===== src/rtl/circular_deque_macros.svh =====
// assertion macros for the circular deque
// expects clk and arst_n in the scope of each use
`ifndef CIRCULAR_DEQUE_MACROS_SVH
`define CIRCULAR_DEQUE_MACROS_SVH

// same-cycle implication, off while in reset
`define CDQ_ASSERT_IMPL(label, ante, cons) \
	label: assert property (@(posedge clk) disable iff (!arst_n) (ante) |-> (cons)) \
		else $error("circular_deque assertion failed");

// next-cycle implication, off while in reset
`define CDQ_ASSERT_NEXT(label, ante, cons) \
	label: assert property (@(posedge clk) disable iff (!arst_n) (ante) |=> (cons)) \
		else $error("circular_deque assertion failed");

`endif


===== src/rtl/cdq_pkg.sv =====
// shared types and codes for the circular deque
// no dependencies
`default_nettype none

package cdq_pkg;

	localparam int WORD_W  = 32;
	localparam int COUNT_W = 4;

	typedef enum logic [1:0] {
		ACT_PUSH_REAR  = 2'd0,
		ACT_PUSH_FRONT = 2'd1,
		ACT_POP_REAR   = 2'd2,
		ACT_POP_FRONT  = 2'd3
	} action_t;

	typedef enum logic [1:0] {
		ST_DONE      = 2'd0,
		ST_OVERFLOW  = 2'd1,
		ST_UNDERFLOW = 2'd2
	} status_t;

	typedef struct packed {
		logic [1:0]               action;
		logic signed [WORD_W-1:0] push_value;
	} req_t;

	typedef struct packed {
		logic [1:0]               status;
		logic [COUNT_W-1:0]       entry_count;
		logic signed [WORD_W-1:0] front_word;
		logic signed [WORD_W-1:0] rear_word;
		logic                     is_empty;
		logic                     is_full;
	} rsp_t;

endpackage

`default_nettype wire


===== src/rtl/circular_deque.sv =====
// circular deque top level: ring store in a synchronous memory, index and count control
// depends on cdq_pkg and circular_deque_macros.svh
//
// channel   direction  handshake              payload
// req       in         req_valid / req_stall  cdq_pkg::req_t
// rsp       out        rsp_valid / rsp_stall  cdq_pkg::rsp_t
// cfg       in         cfg_wr_en              cfg_wr_data (active_capacity)
//
// an item goes from accept to its result in the output register through these steps:
// accept and store write, memory read of head and tail, result load.
// one item is in flight at a time, as the read of the ring memory is registered.
// the next item is accepted once the result is loaded, even while rsp is stalled.
// a stalled result holds; a fresh result waits in the load state until the register frees.
// reset clears indices, count and control only; the store has no clearing pass.
`default_nettype none

`include "circular_deque_macros.svh"

module circular_deque #(
	parameter int DEPTH = 8
) (
	input  wire logic          clk,
	input  wire logic          arst_n,
	input  wire logic          req_valid,
	output logic               req_stall,
	input  wire cdq_pkg::req_t req,
	output logic               rsp_valid,
	input  wire logic          rsp_stall,
	output cdq_pkg::rsp_t      rsp,
	input  wire logic          cfg_wr_en,
	input  wire logic [3:0]    cfg_wr_data
);

	localparam int IDX_W     = (DEPTH > 1) ? $clog2(DEPTH) : 1;
	localparam int PTR_W     = (IDX_W < 4) ? IDX_W : 4;
	localparam int CAP_MAX_I = (DEPTH < 15) ? DEPTH : 15;
	localparam logic [3:0] CAP_MAX = 4'(CAP_MAX_I);

	typedef enum logic [2:0] {
		S_IDLE = 3'b001,
		S_READ = 3'b010,
		S_LOAD = 3'b100
	} state_t;

	state_t                      state_q;
	logic [3:0]                  cap_cfg_q;
	logic [PTR_W-1:0]            head_q, tail_q;
	logic [cdq_pkg::COUNT_W-1:0] count_q;
	logic [1:0]                  status_q;
	logic [cdq_pkg::WORD_W-1:0]  front_rd_q, rear_rd_q;
	logic                        rsp_valid_q;
	cdq_pkg::rsp_t               rsp_q;

	logic [cdq_pkg::WORD_W-1:0]  mem [DEPTH];

	logic [3:0]                  eff_cap;
	logic [PTR_W-1:0]            cap_m1;
	logic                        accept;
	logic                        load;
	logic [PTR_W-1:0]            head_d, tail_d;
	logic [cdq_pkg::COUNT_W-1:0] count_d;
	logic [1:0]                  status_d;
	logic                        wr_en;
	logic [PTR_W-1:0]            wr_ptr;
	logic                        is_push;
	logic                        empty_now;

	// zero acts as one, above the store depth acts as the depth
	always_comb begin
		if (cap_cfg_q == 4'd0) begin
			eff_cap = 4'd1;
		end else if (cap_cfg_q > CAP_MAX) begin
			eff_cap = CAP_MAX;
		end else begin
			eff_cap = cap_cfg_q;
		end
	end
	assign cap_m1 = PTR_W'(eff_cap - 4'd1);

	assign req_stall = (state_q != S_IDLE);
	assign accept    = req_valid && !req_stall;
	assign load      = (state_q == S_LOAD) && (!rsp_valid_q || !rsp_stall);
	assign is_push   = (req.action == cdq_pkg::ACT_PUSH_REAR) ||
	                   (req.action == cdq_pkg::ACT_PUSH_FRONT);

	always_comb begin
		head_d   = head_q;
		tail_d   = tail_q;
		count_d  = count_q;
		status_d = cdq_pkg::ST_DONE;
		wr_en    = 1'b0;
		wr_ptr   = tail_q;
		if (is_push) begin
			if (count_q >= eff_cap) begin
				status_d = cdq_pkg::ST_OVERFLOW;
			end else begin
				wr_en   = 1'b1;
				count_d = count_q + 1'b1;
				if (count_q == '0) begin
					head_d = '0;
					tail_d = '0;
					wr_ptr = '0;
				end else if (req.action == cdq_pkg::ACT_PUSH_REAR) begin
					tail_d = (tail_q >= cap_m1) ? '0 : tail_q + 1'b1;
					wr_ptr = tail_d;
				end else begin
					head_d = (head_q == '0) ? cap_m1 : head_q - 1'b1;
					wr_ptr = head_d;
				end
			end
		end else begin
			if (count_q == '0) begin
				status_d = cdq_pkg::ST_UNDERFLOW;
			end else begin
				count_d = count_q - 1'b1;
				case (req.action)
					cdq_pkg::ACT_POP_REAR: begin
						tail_d = (tail_q == '0) ? cap_m1 : tail_q - 1'b1;
					end
					default: begin
						head_d = (head_q >= cap_m1) ? '0 : head_q + 1'b1;
					end
				endcase
			end
		end
	end

	always_ff @(posedge clk or negedge arst_n) begin
		if (!arst_n) begin
			state_q   <= S_IDLE;
			cap_cfg_q <= 4'd8;
			head_q    <= '0;
			tail_q    <= '0;
			count_q   <= '0;
		end else begin
			if (cfg_wr_en) begin
				cap_cfg_q <= cfg_wr_data;
				head_q    <= '0;
				tail_q    <= '0;
				count_q   <= '0;
			end else if (accept) begin
				head_q  <= head_d;
				tail_q  <= tail_d;
				count_q <= count_d;
			end
			case (state_q)
				S_IDLE: begin
					if (accept) state_q <= S_READ;
				end
				S_READ: begin
					state_q <= S_LOAD;
				end
				S_LOAD: begin
					if (load) state_q <= S_IDLE;
				end
				default: begin
					state_q <= S_IDLE;
				end
			endcase
		end
	end

	always_ff @(posedge clk) begin
		if (accept) status_q <= status_d;
	end

	// ring store: one write port, head and tail read after the indices settle
	always_ff @(posedge clk) begin
		if (accept && wr_en) mem[IDX_W'(wr_ptr)] <= req.push_value;
		if (state_q == S_READ) begin
			front_rd_q <= mem[IDX_W'(head_q)];
			rear_rd_q  <= mem[IDX_W'(tail_q)];
		end
	end

	assign empty_now = (count_q == '0);

	always_ff @(posedge clk or negedge arst_n) begin
		if (!arst_n) begin
			rsp_valid_q <= 1'b0;
		end else if (load) begin
			rsp_valid_q <= 1'b1;
		end else if (!rsp_stall) begin
			rsp_valid_q <= 1'b0;
		end
	end

	always_ff @(posedge clk) begin
		if (load) begin
			rsp_q.status      <= status_q;
			rsp_q.entry_count <= count_q;
			rsp_q.front_word  <= empty_now ? '0 : $signed(front_rd_q);
			rsp_q.rear_word   <= empty_now ? '0 : $signed(rear_rd_q);
			rsp_q.is_empty    <= empty_now;
			rsp_q.is_full     <= (count_q == eff_cap);
		end
	end

	assign rsp_valid = rsp_valid_q;
	assign rsp       = rsp_q;

	`CDQ_ASSERT_IMPL(a_count_le_cap, 1'b1, count_q <= eff_cap)
	`CDQ_ASSERT_IMPL(a_ptrs_in_ring, 1'b1, (head_q <= cap_m1) && (tail_q <= cap_m1))
	`CDQ_ASSERT_IMPL(a_empty_zero_words, rsp_valid_q && rsp_q.is_empty,
		(rsp_q.front_word == '0) && (rsp_q.rear_word == '0))
	`CDQ_ASSERT_IMPL(a_overflow_full, rsp_valid_q && (rsp_q.status == cdq_pkg::ST_OVERFLOW),
		rsp_q.is_full)
	`CDQ_ASSERT_NEXT(a_push_counts, accept && is_push && (count_q < eff_cap),
		count_q == 4'($past(count_q) + 4'd1))

endmodule

`default_nettype wire

===== config.mk =====
export PLATFORM = sky130hd
export DESIGN_NAME = circular_deque
export DESIGN_NICKNAME = d
export VERILOG_FILES = /design/src/rtl/cdq_pkg.sv /design/src/rtl/circular_deque.sv
export VERILOG_INCLUDE_DIRS = /design/src /design/src/rtl
export SDC_FILE = /design/constraint.sdc
export NUM_CORES = 1
export LEC_CHECK = 0
export ABC_AREA = 1
export BUFFER_PORTS_ARGS = -buffer_cell sky130_fd_sc_hd__buf_2
export CAP_MARGIN = 25
export CORE_MARGIN = 2
export CORE_UTILIZATION = 55
export DETAILED_ROUTE_END_ITERATION = 16
export GPL_TIMING_DRIVEN = 1
export PLACE_DENSITY = 0.76
export SETUP_SLACK_MARGIN = 0.3
export SKIP_CTS_REPAIR_TIMING = 1
export SYNTH_ARGS = -nofsm -noshare
export SYNTH_HDL_FRONTEND = slang
export SYNTH_SLANG_ARGS = --single-unit
export TNS_END_PERCENT = 50

===== constraint.sdc =====
create_clock -name clk -period 5 [get_ports clk]
set_clock_uncertainty 0.15 [all_clocks]
set_input_delay 0.25 -clock clk [delete_from_list [all_inputs] [get_ports clk]]
set_output_delay 0.25 -clock clk [all_outputs]
set_load 0.1 [all_outputs]

======== After elaboration in Yosys (flattened, before gate mapping) ========
Memory sizes are Yosys's and may differ from the RTL's. A register that Yosys moved wholly into a read port is not among the register bits.
Cells that the tools add are included.
storage, ports and cells
  register bits ........................... 92
  memory bits (writable) .................. 256
  memories ................................ 1
  logic and storage cells ................. 102
  input port bits ......................... 43
operators by class
  add/subtract/negate cells ............... 7
  order comparisons ....................... 4
  eq/ne operators ......................... 15
  reductions and logical operators ........ 19
  muxes and demuxes ....................... 43
memories
  name  depth  bits a word  rd ports  clocked after Yosys merged registers in  write ports  RTL line              RTL
  mem   8      32           2         2                                        1            circular_deque.sv:54  logic [cdq_pkg::WORD_W-1:0] mem [DEPTH];
operators with widths
  operator                                                                 number
  3-bit two-way mux                                                        26
  4-bit two-way mux                                                        7
  5-bit AND reduction                                                      2
  3-bit inequality test, second input constant                             3
  3-bit case mux with 3 select lines                                       1
  3-bit by 1-bit subtractor with 3-bit output, second input constant       3
  4-bit logical NOT                                                        2
  1-bit two-way mux                                                        7
  3-bit by 1-bit adder with 3-bit output, second input constant            2
  3-bit >= comparator                                                      2
  3-bit logical NOT                                                        2
  4-bit by 1-bit adder with 4-bit output, second input constant            1
  4-bit == test                                                            1
  4-bit >= comparator                                                      1
  4-bit > comparator, second input constant                                1
  2-bit two-way mux                                                        2
  2-bit inequality test, second input constant                             2
  4-bit by 2-bit inequality test with 1-bit output, second input constant  1
  4-bit inequality test, second input constant                             1
  4-bit by 1-bit subtractor with 4-bit output, second input constant       1
  3-bit by 1-bit == test with 1-bit output, second input constant          1
  3-bit by 2-bit == test with 1-bit output, second input constant          1
  3-bit == test, second input constant                                     1
  1-bit logical AND                                                        3
  other kinds (11)                                                         14

======== Logic depth before layout (Yosys ltp) ========
  depth in word-level cells ............... 12
  mapped depth ............................ 15
  gate-level depth less buffers ........... 14

======== Worst setup path after synthesis ========
Ideal clock, no wire load.
  kind .................................... register to register
  start ................................... register state_q[2]
  end ..................................... register state_q[0]
  library setup time ...................... 0.110 ns
  stages on the path, launching flop included .. 5
  clock period less this slack ............ 5.586 ns
  slack ................................... -0.586 ns
  data arrival time ....................... 5.326 ns
  cells stage by stage .................... dfrtp_1 > nor3_1 > inv_1 > nand2_1 > o22ai_1
on the way
  word-level cells in the longest chain between the ends .. 5
RTL lines
  item                                              RTL line               RTL
  start, declared                                   circular_deque.sv:45   state_t state_q;
  start signal, assigned                            circular_deque.sv:130  state_q <= S_IDLE;
  start signal, assigned                            circular_deque.sv:148  if (accept) state_q <= S_READ;
  start signal, assigned                            circular_deque.sv:151  state_q <= S_LOAD;
  3-bit by 1-bit inequality test with 1-bit output  circular_deque.sv:80   assign req_stall = (state_q != S_IDLE);
  1-bit logical NOT                                 circular_deque.sv:81   assign accept = req_valid && !req_stall;
  1-bit logical AND                                 circular_deque.sv:81
  2-bit inequality test (no source line)            --
  2-bit AND reduction (no source line)              --
Several ways; a longest one is shown, not always the timed one.
A chain may end at the register's enable or synchronous reset.

======== Final worst setup path ========
  start ................................... register tail_q[0]
  end ..................................... memory mem[3][27] in the netlist's numbering (enable)
on the way
  word-level cells in the longest chain between the ends .. 6
RTL lines
  item                                                                           RTL line               RTL
  start, declared                                                                circular_deque.sv:47   logic [PTR_W-1:0] head_q, tail_q;
  start signal, assigned                                                         circular_deque.sv:143  tail_q <= tail_d;
  3-bit by 1-bit adder with 3-bit output or 3-bit >= comparator (tied branches)  circular_deque.sv:104  tail_d = (tail_q >= cap_m1) ? '0 : tail_q + 1'b1;
  3-bit two-way mux                                                              circular_deque.sv:104
  3-bit two-way mux                                                              circular_deque.sv:103  end else if (req.action == cdq_pkg::ACT_PUSH_REAR) begin
  3-bit two-way mux                                                              circular_deque.sv:99   if (count_q == '0) begin
  3-bit two-way mux                                                              circular_deque.sv:94   if (count_q >= eff_cap) begin
  3-bit two-way mux (*)                                                          circular_deque.sv:93   if (is_push) begin
  end, declared                                                                  circular_deque.sv:54
Every way passes the cells marked *; elsewhere a longest branch is shown, timed or not.

==> flow_summary.ini <==
[hold_path]
hold_class = input port to async pin

[power_and_ir_drop]
combPwrFrac_pct = 31.0
ir_worst_vdd_mv = 0.375
seq_power_share_pct = 42.4
p_leak_nw = 7.73
swShare_pct = 36.3
p_per_area_nw_per_um2 = 526
total_power_mw = 11.1
clock_power_share_pct = 26.6
p_switching_mw = 4.02
power.internal_mw = 7.04

[cts]
cts-htree-levels = 2
cts-root-buf = clkbuf_16
clock_latency_ns = 0.54
clk_pin_slew_ns = 0.06
cts_made_buffers = 42
cts_buffer_depth = 3
cts_tree = done
clock-sinks = 412

[setup_path]
cp_slowest_cell = dfrtp_4
path_cells = clkinv_2 -> ha_1 -> inv_1 -> nand3_1 -> nand3_1 -> nand2_1 -> nand2_1 -> nand3_1 -> nand2_1 -> nand3_1 -> nor2_4 -> buf_4
reg2reg_to = mem[3][27]
critPathMostFrequentCell = nand3_1
setup.worst_path.end = mem[3][27]
crit_start = tail_q[0]
slowest_delay_ns = 0.96
rr_worst_depth = 12
timing.rr.start = tail_q[0]
crit_path_end_kind = register
crit_path_start_kind = register
cp_max_fo = 80
r2r_slack_ns = 1.02
crit_required_ns = 5.05
criticalPathCategory = register to register
path_depth = 12
timing.critical_path.buf_inv = 3
crit_family = simple AND/OR/NAND/NOR gates
crit_arrival_ns = 4.03

[sta]
hold_viol_final = 0
holdWs_ns = 0.0278
worstMarginPinSlew_ns = 1.00
setup_viol = 0
slew_violations = 0
relSlewSlack_pct = 33.2
fin_tns_setup_ns = 0
fin_crit_ns = 3.98
period_share_pct = 79.5
fmax_mhz = 252
rsz0062_at_grt = false

[final_layout]
final_cell_mix = 394 x edfxtp_1, 264 x o21ai_0, 193 x nand2_1
areaGrowthSynthToFinish_pct = 15.4
final_common_cell = edfxtp_1
drive_gt1_share_pct = 12.9
nets = 1843
n_fill_cell = 2402
antenna_cells = 0
layout.cells.non_filler = 2251

[synth]
synth_simple_gate_area_share_pct = 8.04
synth_mux_area_share_pct = 0
syn_avg_cell_area_um2 = 11.0
synthDistinctLibCells = 36
synth_adder_area_share_pct = 1.00
synth_top_family_by_area = compound AO/OA/AOI/OAI gates
synthXorXnorAreaFrac_pct = 0.240
synth_compound_area_share_pct = 16.9
ys_ff_latch = 412
ys_seq_area_share_pct = 67.4
syn_area_um2 = 18200
synth_nets = 1718
syn-instance-count = 1661
ys_warn_count = 0

[floorplan]
core_area_um2 = 32500
dieWidth_um = 186
pin_count = 117
die_area_um2 = 34600
start_util_pct = 56.0
die_h_um = 186
std_cell_rows = 66

[run]
drv_cap = 0

[placed_design]
post-place-cells = 2136
gp_congestion = 0.896
hpwl_um = 24100
io_buffers = 116

[global_route]
grt_pass1_wl_um = 64800
grt_max_degree = 101
antenna_found_initial = 0
grt_pass1_vias = 12300
grt_overflow = 0
grt_use_total_pct = 24.3

[routing]
drt_wl_total_um = 41700
drt-vias-per-instance = 5.79
ant_nets = 0
drt_first_pass_iters = 6
drc = 0
wl_per_cell_um = 18.5
drtIter0Drc = 1386
via_count = 13000

[run_status]
status = completed
## cell type report
type	count	area [um^2]	share of cell area, %
clock inverters	18	175	0.834
inverters	194	731	3.48
repair buffers	188	1300	6.17
flip-flops and latches	412	12300	58.5
clock buffers	49	1100	5.23
multi-input cells	948	4860	23.1
well taps	442	553	2.63
## through the flow
| step | setup slack, ns | cell area (um^2) | util [%] |
|---|---|---|---|
| floorplan | 1.13 | 18200 | - |
| global placement | 1.23 | 19200 | 59.1 |
| detailed placement | 1.10 | 19200 | 59.2 |
| CTS | 1.05 | 20500 | 63.1 |
| global route | 0.786 | 21000 | 64.6 |
| finish | 1.02 | 21000 | 64.6 |
## cells by family after synthesis
kind of cell               after synthesis
AOI/OAI and AO/OA                      558
xor gates and xnor gates                 5
DFF                                    412
buffers and inverters                  301
adders and majority gates               14
and+or+nand+nor                        371
## power groups by stage
stage          Combinational (mW)  Clock [mW]  Sequential [mW]
2_1_floorplan                2.31           0             4.84
3_3_place_gp                 3.19           0             4.74
3_5_place_dp                 3.32           0             4.75
4_1_cts                      3.34        2.99             4.68
5_1_grt                      3.78        3.13             4.73
6_report                     3.42        2.95             4.69
## worst min path at each step
stage / start / to
global route: arst_n / head_q[2]
floorplan: arst_n / cap_cfg_q[0]
CTS: arst_n / head_q[1]
detailed placement: arst_n / head_q[0]
global placement: arst_n / head_q[2]
finish: arst_n / head_q[1]
## synth_stat cells
cell type	count	share of area, %
clkinv_1	2	0.041
fa_1	1	0.11
ha_1	13	0.89
nor2_1	149	3.1
clkbuf_1	83	1.7
o22ai_1	2	0.069
nand2_1	193	4.0
o311ai_0	1	0.048
inv_1	182	3.8
nand3_4	1	0.096
dfrtp_1	16	2.2
a21o_1	1	0.041
o21ai_2	1	0.048
nand4_1	3	0.10
xnor2_1	2	0.096
xor2_1	3	0.14
a21oi_1	139	3.8
o21ai_0	264	7.3
o31ai_1	3	0.12
o21a_1	1	0.041
o211ai_1	64	2.6
inv_2	10	0.21
nand2_2	3	0.10
buf_2	19	0.52
dfstp_2	2	0.29
o21bai_4	1	0.10
nor3_1	3	0.082
a21boi_1	1	0.041
a31oi_1	64	2.2
nand3_1	16	0.44
a21oi_4	1	0.089
edfxtp_1	394	65
buf_1	5	0.10
nor2_4	1	0.062
nand3_2	2	0.11
o21ai_1	15	0.41
## flip-flops by register name, summed over array words and instances, names as in the netlist
register / flops
state_q: 3
rsp: 72
mem: 256
front_rd_q: 32
count_q: 4
cap_cfg_q: 4
head_q: 3
status_q: 2
rsp_valid: 1
tail_q: 3
rear_rd_q: 32
## metal layers
metal	global-route usage, %	routed length (um)	part of all wire, %
met1	32.2	16800	40
met2	41.4	20700	50
met3	3.56	3220	7.7
met4	7.87	979	2.3
met5	0	0	0
Power figures use the tool's default switching activity.
